--- src/sv/cse_pkg.sv ---
// ----------------------------------------------------------------------------
// cse_pkg
// Shared constants for the comparator sequence enumerator: field widths,
// operation codes, configuration register indexes and reset settings.
// ----------------------------------------------------------------------------
package cse_pkg;

    // Fixed field widths of the item and configuration ports.
    localparam int FUNC_W    = 2;
    localparam int FIELD_W   = 4;
    localparam int CFG_W     = 5;
    localparam int CFG_IDX_W = 1;

    // Default sizing of the sequence store.
    localparam int DEF_MAX_WIRES  = 16;
    localparam int DEF_MAX_LENGTH = 16;

    // Operation codes carried by the func field.
    localparam logic [FUNC_W-1:0] FUNC_RESTART = 2'd0;
    localparam logic [FUNC_W-1:0] FUNC_ADVANCE = 2'd1;
    localparam logic [FUNC_W-1:0] FUNC_LOAD    = 2'd2;

    // Configuration register indexes.
    localparam logic [CFG_IDX_W-1:0] REG_WIRE_COUNT     = 1'd0;
    localparam logic [CFG_IDX_W-1:0] REG_NETWORK_LENGTH = 1'd1;

    // Register values after reset.
    localparam int RESET_WIRES  = 4;
    localparam int RESET_LENGTH = 4;

    // Above this wire count a refill after a (0,1) pair starts at (0,2).
    localparam int SMALL_WIRE_LIMIT = 3;

endpackage

--- src/sv/cse_ram.sv ---
// ----------------------------------------------------------------------------
// cse_ram
// Generic simple dual-port RAM: one write port, one read port with the
// read data registered.
// ----------------------------------------------------------------------------
module cse_ram #(
    parameter int WIDTH = 8,
    parameter int DEPTH = 16,
    parameter int ADDR_W = (DEPTH > 1) ? $clog2(DEPTH) : 1
) (
    input  logic              i_clk,
    input  logic              i_we,
    input  logic [ADDR_W-1:0] i_waddr,
    input  logic [WIDTH-1:0]  i_wdata,
    input  logic [ADDR_W-1:0] i_raddr,
    output logic [WIDTH-1:0]  o_rdata
);

    logic [WIDTH-1:0] r_mem [DEPTH];
    logic [WIDTH-1:0] r_rdata;

    always_ff @(posedge i_clk) begin
        if (i_we) begin
            r_mem[i_waddr] <= i_wdata;
        end
        r_rdata <= r_mem[i_raddr];
    end

    assign o_rdata = r_rdata;

endmodule

--- src/sv/comparator_sequence_enumerator_top.sv ---
// ----------------------------------------------------------------------------
// comparator_sequence_enumerator_top
// Steps through candidate comparator networks held as a sequence of wire
// pairs, and emits the whole sequence after every restart or advance.
// ----------------------------------------------------------------------------
// The block holds one comparator network as a sequence of wire pairs in a
// small RAM and works on one item at a time; o_stall stays high from the
// acceptance of a restart or advance until its last result item has been
// taken. A load item is written into the store as it is accepted, leaves
// the block idle and gives no result. A restart refills the sequence and
// then emits it. An advance first ripples the increment through the pairs
// (a read step and a write step per pair that carries), refills the pairs
// after the start position, scans for two equal neighboring pairs if more
// networks remain (a read step and a compare step per pair, starting over
// at the carry step whenever a match is found), and then emits. Emission
// reads, loads and then holds each pair until the receiver takes it. The
// single RAM read port is walked one pair at a time. After reset the block
// writes the initial pattern and clears the rest of the store, one entry
// per cycle, and accepts no item during that pass;
// configuration writes are taken at any time and are always ready.
// Configuration must only change while the block is idle.
// ----------------------------------------------------------------------------
module comparator_sequence_enumerator_top #(
    parameter int MAX_WIRES  = cse_pkg::DEF_MAX_WIRES,
    parameter int MAX_LENGTH = cse_pkg::DEF_MAX_LENGTH
) (
    input  logic                          i_clk,
    input  logic                          i_rst_n,
    // Configuration write channel.
    input  logic                          i_cfg_valid,
    output logic                          o_cfg_ready,
    input  logic [cse_pkg::CFG_IDX_W-1:0] i_cfg_index,
    input  logic [cse_pkg::CFG_W-1:0]     i_cfg_data,
    // Input item channel.
    input  logic                          i_valid,
    output logic                          o_stall,
    input  logic [cse_pkg::FUNC_W-1:0]    i_func,
    input  logic [cse_pkg::FIELD_W-1:0]   i_load_position,
    input  logic [cse_pkg::FIELD_W-1:0]   i_load_first,
    input  logic [cse_pkg::FIELD_W-1:0]   i_load_second,
    // Result item channel.
    output logic                          o_valid,
    input  logic                          i_stall,
    output logic [cse_pkg::FIELD_W-1:0]   o_position,
    output logic [cse_pkg::FIELD_W-1:0]   o_first_wire,
    output logic [cse_pkg::FIELD_W-1:0]   o_second_wire,
    output logic                          o_more_available,
    output logic                          o_last_pair
);

    import cse_pkg::*;

    // Stored wire index width, arithmetic width (one extra bit so that an
    // incremented index can reach the wire count), RAM index width and the
    // width of a position counter that can also hold the length itself.
    localparam int PW  = ($clog2(MAX_WIRES) > FIELD_W) ? $clog2(MAX_WIRES) : FIELD_W;
    localparam int AW  = PW + 1;
    localparam int IW  = (MAX_LENGTH > 1) ? $clog2(MAX_LENGTH) : 1;
    localparam int LW  = $clog2(MAX_LENGTH + 1);
    localparam int CLW = (LW > CFG_W) ? LW : CFG_W;

    // The reset pattern is built for the reset configuration, clamped to the
    // same maximums as any configured value.
    localparam int INIT_WIRES  = (RESET_WIRES < MAX_WIRES) ? RESET_WIRES : MAX_WIRES;
    localparam int INIT_LENGTH = (RESET_LENGTH < MAX_LENGTH) ? RESET_LENGTH : MAX_LENGTH;

    localparam logic [3:0] S_IDLE      = 4'd0;
    localparam logic [3:0] S_CARRY_RD  = 4'd1;
    localparam logic [3:0] S_CARRY_WR  = 4'd2;
    localparam logic [3:0] S_REFILL    = 4'd3;
    localparam logic [3:0] S_ZERO      = 4'd4;
    localparam logic [3:0] S_SCAN_RD   = 4'd5;
    localparam logic [3:0] S_SCAN_CMP  = 4'd6;
    localparam logic [3:0] S_EMIT_RD   = 4'd7;
    localparam logic [3:0] S_EMIT_LD   = 4'd8;
    localparam logic [3:0] S_EMIT_HOLD = 4'd9;

    typedef struct packed {
        logic [PW-1:0] low;
        logic [PW-1:0] high;
    } t_pair;

    // Control state.
    logic [3:0]       r_state, n_state;
    logic [LW-1:0]    r_pos, n_pos;
    logic [LW-1:0]    r_t, n_t;
    logic [AW-1:0]    r_a, n_a;
    logic [AW-1:0]    r_b, n_b;
    logic             r_has_more, n_has_more;
    logic             r_scan, n_scan;
    logic             r_init, n_init;
    logic             r_out_valid, n_out_valid;
    logic [CFG_W-1:0] r_wire_count;
    logic [CFG_W-1:0] r_network_length;

    // Datapath registers.
    t_pair r_first, n_first;
    t_pair r_prev, n_prev;
    logic [FIELD_W-1:0] r_out_pos, r_out_first, r_out_second;
    logic               r_out_more, r_out_last;

    // RAM port signals.
    logic          ram_we;
    logic [IW-1:0] ram_waddr;
    t_pair         ram_wdata;
    t_pair         rd_pair;

    // Effective configuration and shared unit results.
    logic [AW-1:0] wires_eff;
    logic [AW-1:0] wires_use;
    logic [LW-1:0] len_eff;
    logic [LW-1:0] len_use;
    t_pair         bump_pair;
    logic          bump_wrap;
    t_pair         fill_pair;
    logic [AW-1:0] fill_b_next;
    logic          in_accept;
    logic          out_accept;
    logic          len_last;

    assign in_accept  = i_valid && !o_stall;
    assign out_accept = r_out_valid && !i_stall;

    cse_ram #(
        .WIDTH ($bits(t_pair)),
        .DEPTH (MAX_LENGTH)
    ) u_ram (
        .i_clk   (i_clk),
        .i_we    (ram_we),
        .i_waddr (ram_waddr),
        .i_wdata (ram_wdata),
        .i_raddr (r_pos[IW-1:0]),
        .o_rdata (rd_pair)
    );

    // Wire count and length saturate into their meaningful ranges. During
    // the reset pass the reset configuration is used regardless of writes.
    always_comb begin
        logic [AW-1:0]  wc;
        logic [CLW-1:0] nl;
        wc = AW'(r_wire_count);
        nl = CLW'(r_network_length);
        if (wc < AW'(2)) begin
            wires_eff = AW'(2);
        end else if (wc > AW'(MAX_WIRES)) begin
            wires_eff = AW'(MAX_WIRES);
        end else begin
            wires_eff = wc;
        end
        if (nl == '0) begin
            len_eff = LW'(1);
        end else if (nl > CLW'(MAX_LENGTH)) begin
            len_eff = LW'(MAX_LENGTH);
        end else begin
            len_eff = LW'(nl);
        end
        wires_use = r_init ? AW'(INIT_WIRES) : wires_eff;
        len_use   = r_init ? LW'(INIT_LENGTH) : len_eff;
        len_last  = (r_pos == len_eff - LW'(1));
    end

    // Increment unit: steps the pair just read by one, wrapping to (0,1).
    always_comb begin
        logic [AW-1:0] a;
        logic [AW-1:0] b;
        a = AW'(rd_pair.low);
        b = AW'(rd_pair.high) + AW'(1);
        bump_wrap = 1'b0;
        if (b >= wires_use) begin
            a = a + AW'(1);
            b = a + AW'(1);
        end
        if (b >= wires_use) begin
            a = AW'(0);
            b = AW'(1);
            bump_wrap = 1'b1;
        end
        bump_pair.low  = PW'(a);
        bump_pair.high = PW'(b);
    end

    // Refill unit: produces the next ascending pair from the running (a,b).
    always_comb begin
        logic [AW-1:0] a;
        logic [AW-1:0] b;
        a = r_a;
        b = r_b;
        if (b == wires_use) begin
            a = a + AW'(1);
            b = a + AW'(1);
        end
        if (b >= wires_use) begin
            a = AW'(0);
            b = AW'(1);
        end
        fill_pair.low  = PW'(a);
        fill_pair.high = PW'(b);
        fill_b_next    = b + AW'(1);
    end

    // Sequencer.
    always_comb begin
        t_pair start_pair;
        n_state     = r_state;
        n_pos       = r_pos;
        n_t         = r_t;
        n_a         = r_a;
        n_b         = r_b;
        n_has_more  = r_has_more;
        n_scan      = r_scan;
        n_init      = r_init;
        n_out_valid = r_out_valid;
        n_first     = r_first;
        n_prev      = r_prev;
        ram_we      = 1'b0;
        ram_waddr   = r_pos[IW-1:0];
        ram_wdata   = '0;
        start_pair  = (r_pos == r_t) ? bump_pair : r_first;

        unique case (r_state)
            S_IDLE: begin
                if (in_accept) begin
                    case (i_func)
                        FUNC_RESTART: begin
                            n_has_more = 1'b1;
                            n_scan     = 1'b0;
                            n_pos      = '0;
                            n_a        = AW'(0);
                            n_b        = AW'(1);
                            n_state    = S_REFILL;
                        end
                        FUNC_ADVANCE: begin
                            n_scan  = 1'b1;
                            n_t     = len_eff - LW'(1);
                            n_pos   = len_eff - LW'(1);
                            n_state = S_CARRY_RD;
                        end
                        FUNC_LOAD: begin
                            n_has_more = 1'b1;
                            if (32'(i_load_position) < 32'(MAX_LENGTH)) begin
                                ram_we         = 1'b1;
                                ram_waddr      = IW'(i_load_position);
                                ram_wdata.low  = PW'(i_load_first);
                                ram_wdata.high = PW'(i_load_second);
                            end
                        end
                        default: begin
                        end
                    endcase
                end
            end
            S_CARRY_RD: begin
                n_state = S_CARRY_WR;
            end
            S_CARRY_WR: begin
                ram_we    = 1'b1;
                ram_wdata = bump_pair;
                if (r_pos == r_t) begin
                    n_first = bump_pair;
                end
                if (bump_wrap && r_pos != '0) begin
                    n_pos   = r_pos - LW'(1);
                    n_state = S_CARRY_RD;
                end else begin
                    if (bump_wrap) begin
                        n_has_more = 1'b0;
                    end
                    // The refill after a (0,1) pair skips (0,1) itself on
                    // networks wider than the small limit.
                    n_pos = r_t + LW'(1);
                    n_a   = AW'(0);
                    if (start_pair.low == PW'(0) && start_pair.high == PW'(1)
                            && wires_use > AW'(SMALL_WIRE_LIMIT)) begin
                        n_b = AW'(2);
                    end else begin
                        n_b = AW'(1);
                    end
                    n_state = S_REFILL;
                end
            end
            S_REFILL: begin
                if (r_pos < len_use) begin
                    ram_we    = 1'b1;
                    ram_wdata = fill_pair;
                    n_a       = AW'(fill_pair.low);
                    n_b       = fill_b_next;
                    n_pos     = r_pos + LW'(1);
                end else if (r_init) begin
                    n_state = S_ZERO;
                end else if (r_scan && r_has_more) begin
                    n_pos   = '0;
                    n_state = S_SCAN_RD;
                end else begin
                    n_pos   = '0;
                    n_state = S_EMIT_RD;
                end
            end
            S_ZERO: begin
                if (r_pos < LW'(MAX_LENGTH)) begin
                    ram_we    = 1'b1;
                    ram_wdata = '0;
                    n_pos     = r_pos + LW'(1);
                end else begin
                    n_init  = 1'b0;
                    n_pos   = '0;
                    n_state = S_IDLE;
                end
            end
            S_SCAN_RD: begin
                n_state = S_SCAN_CMP;
            end
            S_SCAN_CMP: begin
                if (r_pos != '0 && rd_pair == r_prev) begin
                    // Equal neighbors: advance again from the later one.
                    n_t     = r_pos;
                    n_state = S_CARRY_RD;
                end else begin
                    n_prev = rd_pair;
                    if (len_last) begin
                        n_pos   = '0;
                        n_state = S_EMIT_RD;
                    end else begin
                        n_pos   = r_pos + LW'(1);
                        n_state = S_SCAN_RD;
                    end
                end
            end
            S_EMIT_RD: begin
                n_state = S_EMIT_LD;
            end
            S_EMIT_LD: begin
                n_out_valid = 1'b1;
                n_state     = S_EMIT_HOLD;
            end
            S_EMIT_HOLD: begin
                if (out_accept) begin
                    n_out_valid = 1'b0;
                    if (len_last) begin
                        n_pos   = '0;
                        n_state = S_IDLE;
                    end else begin
                        n_pos   = r_pos + LW'(1);
                        n_state = S_EMIT_RD;
                    end
                end
            end
            default: begin
                n_state = S_IDLE;
            end
        endcase
    end

    always_ff @(posedge i_clk) begin
        if (!i_rst_n) begin
            r_state          <= S_REFILL;
            r_pos            <= '0;
            r_t              <= '0;
            r_a              <= AW'(0);
            r_b              <= AW'(1);
            r_has_more       <= 1'b1;
            r_scan           <= 1'b0;
            r_init           <= 1'b1;
            r_out_valid      <= 1'b0;
            r_wire_count     <= CFG_W'(RESET_WIRES);
            r_network_length <= CFG_W'(RESET_LENGTH);
        end else begin
            r_state     <= n_state;
            r_pos       <= n_pos;
            r_t         <= n_t;
            r_a         <= n_a;
            r_b         <= n_b;
            r_has_more  <= n_has_more;
            r_scan      <= n_scan;
            r_init      <= n_init;
            r_out_valid <= n_out_valid;
            if (i_cfg_valid) begin
                unique case (i_cfg_index)
                    REG_WIRE_COUNT:     r_wire_count     <= i_cfg_data;
                    REG_NETWORK_LENGTH: r_network_length <= i_cfg_data;
                    default: begin
                    end
                endcase
            end
        end
    end

    // Result payload and scratch pairs need no reset.
    always_ff @(posedge i_clk) begin
        r_first <= n_first;
        r_prev  <= n_prev;
        if (r_state == S_EMIT_LD) begin
            r_out_pos    <= FIELD_W'(r_pos);
            r_out_first  <= FIELD_W'(rd_pair.low);
            r_out_second <= FIELD_W'(rd_pair.high);
            r_out_more   <= r_has_more;
            r_out_last   <= len_last;
        end
    end

    assign o_cfg_ready      = 1'b1;
    assign o_stall          = (r_state != S_IDLE);
    assign o_valid          = r_out_valid;
    assign o_position       = r_out_pos;
    assign o_first_wire     = r_out_first;
    assign o_second_wire    = r_out_second;
    assign o_more_available = r_out_more;
    assign o_last_pair      = r_out_last;

    // A result item is only ever offered while the emit step waits for it.
    a_valid_in_hold: assert property (@(posedge i_clk) disable iff (!i_rst_n)
        o_valid |-> r_state == S_EMIT_HOLD)
        else $error("result offered outside the emit hold step");

    // While idle the store is written only by an accepted load item.
    a_idle_write_is_load: assert property (@(posedge i_clk) disable iff (!i_rst_n)
        (ram_we && r_state == S_IDLE) |-> (in_accept && i_func == FUNC_LOAD))
        else $error("store written while idle without a load item");

    // Taking the last pair of a network returns the block to idle.
    a_last_ends_item: assert property (@(posedge i_clk) disable iff (!i_rst_n)
        (out_accept && o_last_pair) |=> (r_state == S_IDLE && !o_valid))
        else $error("block still busy after the final pair was taken");

    // The duplicate scan never walks past the end of the network.
    a_scan_in_range: assert property (@(posedge i_clk) disable iff (!i_rst_n)
        r_state == S_SCAN_CMP |-> r_pos < len_eff)
        else $error("duplicate scan ran past the network length");

endmodule

--- config.mk ---
export PLATFORM = sky130hd
export DESIGN_NAME = comparator_sequence_enumerator_top
export DESIGN_NICKNAME = d
export VERILOG_FILES = /design/src/sv/cse_pkg.sv /design/src/sv/cse_ram.sv /design/src/sv/comparator_sequence_enumerator_top.sv
export SDC_FILE = /design/constraint.sdc
export NUM_CORES = 1
export LEC_CHECK = 0
export BUFFER_PORTS_ARGS = -buffer_cell sky130_fd_sc_hd__buf_2
export CORE_AREA = 5 5 159 161
export DETAILED_ROUTE_END_ITERATION = 16
export DIE_AREA = 0 0 164 166
export SYNTH_ARGS = -nofsm -noshare
export SYNTH_HDL_FRONTEND = slang
export SYNTH_SLANG_ARGS = --single-unit
--- constraint.sdc ---
create_clock -name i_clk -period 9.1 [get_ports i_clk]
set_input_delay 0.91 -clock i_clk [delete_from_list [all_inputs] [get_ports i_clk]]
set_output_delay 0.91 -clock i_clk [all_outputs]
set_load 0.02 [all_outputs]
==> out/metrics.csv <==
stage,metric,value,unit
status,status,finished clean,
setup_path,r2r-start,r_init$_SDFFE_PN1P_,
place,dp_cells,1173,
setup_path,r2r_cells,14,
cells_and_area,n_antenna_cell,0,
global_routing,grt_pass1_vias,6939,
power,vdd_drop_max,0.192,mV
sta,setup_violations,0,
cells_and_area,utilization,49.0,%
clock_tree,clk_path_buf_depth,3,
detailed_routing,postRouteAntennaNets,0,
global_routing,grt_pass1_wl,41400,um
flow_run,drv_cap,0,
clock_tree,root_buffer,clkbuf_16,
place,hpwl,18500,um
synthesis,synth_edf_count,158,
clock_tree,h-tree-depth,1,
clock_tree,cts_tree,built,
sta,tightest_slew,1230,ps
sta,min_period,5220,ps
sta,fin_hold_ws,487,ps
sta,rsz0062_at_grt,false,
synthesis,synth_top_family_by_area,simple AND/OR/NAND/NOR gates,
global_routing,grt_overflow_total,0,
sta,clock.fmax,192,MHz
detailed_routing,drc,0,
clock_tree,cts-resized-gates,0,
cells_and_area,finalNonFillerCells,1213,
global_routing,grt_max_degree,43,
sta,hold_violations,0,
synthesis,yosysTopAreaCell,edfxtp_1,
global_routing,antenna_found_initial,0,
power,p_per_area,353,nW/um^2
synthesis,syn_area_per_cell,12.4,um^2
detailed_routing,drtPass1Iterations,5,
sta,finClkSkew,13.7,ps
setup_path,startpoint,r_init$_SDFFE_PN1P_,
synthesis,yosysSeqAreaShare,54.2,%
synthesis,synth-simple-area-share,13.1,%
setup_path,worstSetupEndpoint,u_ram.r_mem[0][1]$_DFFE_PP_,
synthesis,synthXorXnorAreaFrac,3.33,%
detailed_routing,first_iter_violations,550,
detailed_routing,vias_per_cell,5.89,
detailed_routing,wl_per_cell,22.1,um
setup_path,cp-start-kind,register,
die,io_pins,42,
clock_tree,clk_pin_slew,60,ps
setup_path,r2r_setup_slack,3880,ps
place,pre_cts_slack,3910,ps
synthesis,synth-main-ff-cell,edfxtp_1,
global_routing,grt.total_usage,19.5,%
synthesis,yosysWarnings,0,
setup_path,cp.arrival,5350,ps
sta,worst_slack,3880,ps
setup_path,crit_type,reg -> reg,
synthesis,syn_inst,838,
synthesis,netlist_area,10400,um^2
sta,timing.setup.tns,0,ps
sta,finalCritPeriodShare,57.3,%
synthesis,yosys-top-cells-area,"edfxtp_1 46%, dfxtp_1 8.6%, mux4_2 8.6%",
cells_and_area,final_nets,930,
place,io_buffers,40,
place,placed_cell_area,10900,um^2
synthesis,synth-seq-cells,203,
die,chipHeight,166,um
detailed_routing,vias,7144,
synthesis,synthArstFlopShare,0,%
synthesis,synth_cell_types,98,
synthesis,syn-num-nets,895,
min_path,hold_path.class,reg -> reg,
clock_tree,cts_sinks,203,
sta,maxSlewHeadroom,18.0,%
clock_tree,postCtsSetupBuffers,0,
detailed_routing,finalWirelength,26800,um
synthesis,synth-compound-area-share,13.1,%
synthesis,synth_top_area_share,45.5,%
sta,slew_violations,0,
setup_path,reg2reg_to,u_ram.r_mem[0][1]$_DFFE_PP_,
power,totalPowerFinal,4.13,mW
setup_path,critPathRequiredTime,9240,ps
die,rows,57,
cells_and_area,drive_gt1_share,17.9,%
power,leakage,3.99,nW
clock_tree,clkLatencyLatePin,510,ps
place,globalplace.congestion,0.921,
clock_tree,cts_hold_buffers,0,
setup_path,cp-end-kind,register,
cells_and_area,syn_to_final_growth,12.0,%
die,fp.dieW,164,um
die,core-area,23800,um^2
die,dieArea,27200,um^2
cells_and_area,fin_area,11700,um^2
setup_path,critPathMaxFanout,16,
synthesis,synthMuxAreaShare,9.81,%
synthesis,synth_fa_ha_area_share,3.84,%
die,initial_utilization,43.7,%
clock_tree,cts_buffers,22,
## placed cells by master (no fill, tap or decap), types with 6 or more instances in the layout
cell,netlist,layout
nor3_1,23,23
mux2i_1,11,11
mux4_2,40,40
ha_1,32,32
o221ai_1,8,8
nand3_1,21,21
buf_4,1,11
nor2b_1,9,9
dfxtp_1,45,43
edfxtp_1,158,158
buf_2,10,40
nand2_1,64,64
nand2b_1,9,9
o21a_1,7,7
a211oi_1,10,10
and3_1,6,6
o21ai_0,34,34
nand3b_1,7,7
xnor2_1,27,27
a21oi_1,32,32
xor2_1,10,10
clkbuf_16,0,22
o211ai_1,9,9
nor4_1,7,7
nor2_1,64,64
a31oi_1,13,13
inv_1,20,20
## where the power goes
| part | total, mW | switching, mW | internal (mW) |
|---|---|---|---|
| logic | 1.74 | 1.10 | 0.640 |
| registers | 1.46 | 0.152 | 1.31 |
| clock network | 0.918 | 0.377 | 0.541 |
| total | 4.13 | 1.63 | 2.49 |
## worst min-delay path by stage
| stage | start | endpoint | slack [ps] | depth (start not counted) |
|---|---|---|---|---|
| detailed placement | r_scan$_SDFFE_PN0P_ | r_scan$_SDFFE_PN0P_ | 480 | 2 |
| global placement | r_scan$_SDFFE_PN0P_ | r_scan$_SDFFE_PN0P_ | 470 | 2 |
| CTS | r_scan$_SDFFE_PN0P_ | r_scan$_SDFFE_PN0P_ | 480 | 2 |
| finish | r_wire_count[0]$_SDFFE_PN0P_ | r_wire_count[0]$_SDFFE_PN0P_ | 490 | 2 |
| floorplan | u_ram.o_rdata[7]$_DFF_P_ | o_first_wire[3]$_DFFE_PP_ | 420 | 0 |
| global route | r_scan$_SDFFE_PN0P_ | r_scan$_SDFFE_PN0P_ | 500 | 2 |
## final cells by class
cell class                      instances  area (um^2)
Inverter                               23         91.3
Tap cell                              324          405
Clock inverter                         14          166
Clock buffer                           26          576
Timing Repair Buffer                   51          283
Sequential cell                       203         5650
Multi-Input combinational cell        572         4500
Fill cell                            2135        12100
## sequential cells by signal, indices dropped and copies added (netlist names), 4 cells and up
signal            flops
r_network_length      5
o_second_wire         4
r_pos                 5
o_first_wire          4
r_first               8
u_ram.r_mem         128
r_wire_count          5
u_ram.o_rdata         8
r_b                   5
r_prev                8
r_t                   5
r_state               4
r_a                   4
o_position            4
## Yosys cell counts (8+ instances only)
| cell | instances |
|---|---|
| edfxtp_1 | 158 |
| nand2_1 | 64 |
| nor2_1 | 64 |
| dfxtp_1 | 45 |
| mux4_2 | 40 |
| o21ai_0 | 34 |
| a21oi_1 | 32 |
| ha_1 | 32 |
| xnor2_1 | 27 |
| nor3_1 | 23 |
| clkbuf_1 | 21 |
| nand3_1 | 21 |
| inv_1 | 20 |
| a31oi_1 | 13 |
| mux2i_1 | 11 |
| a211oi_1 | 10 |
| buf_2 | 10 |
| xor2_1 | 10 |
| nand2b_1 | 9 |
| nor2b_1 | 9 |
| o211ai_1 | 9 |
| o221ai_1 | 8 |
## metal layers
| metal | routed length (um) | global-route usage [%] | vias to the layer above |
|---|---|---|---|
| li1 | - | - | 3340 |
| met1 | 11800 | 28.4 | 3516 |
| met2 | 12600 | 30.8 | 237 |
| met3 | 1820 | 3.18 | 51 |
| met4 | 631 | 4.74 | 0 |
| met5 | 0 | 0 | - |
## critical path: stages, from the launching register on
cell,delay [ps]
dfxtp_1,460
or3b_1,450
nor2_1,300
ha_1,310
nor2b_1,150
o21ai_1,230
a21oi_1,410
mux2i_1,340
inv_1,90
ha_1,300
a21oi_1,180
o21ai_0,190
a31oi_1,320
nand2_1,180
o221ai_1,950
## kinds of logic (layout without fill, tap and decap cells)
| logic type | Yosys count | after routing |
|---|---|---|
| other | 1 | 1 |
| AOI/OAI and AO/OA | 189 | 189 |
| buffers and inverters | 63 | 114 |
| adders and majority gates | 32 | 32 |
| and+or+nand+nor | 260 | 260 |
| muxes | 52 | 52 |
| DFF | 203 | 203 |
| xor gates and xnor gates | 38 | 38 |
No activity file was read; power rests on OpenSTA's default activity.
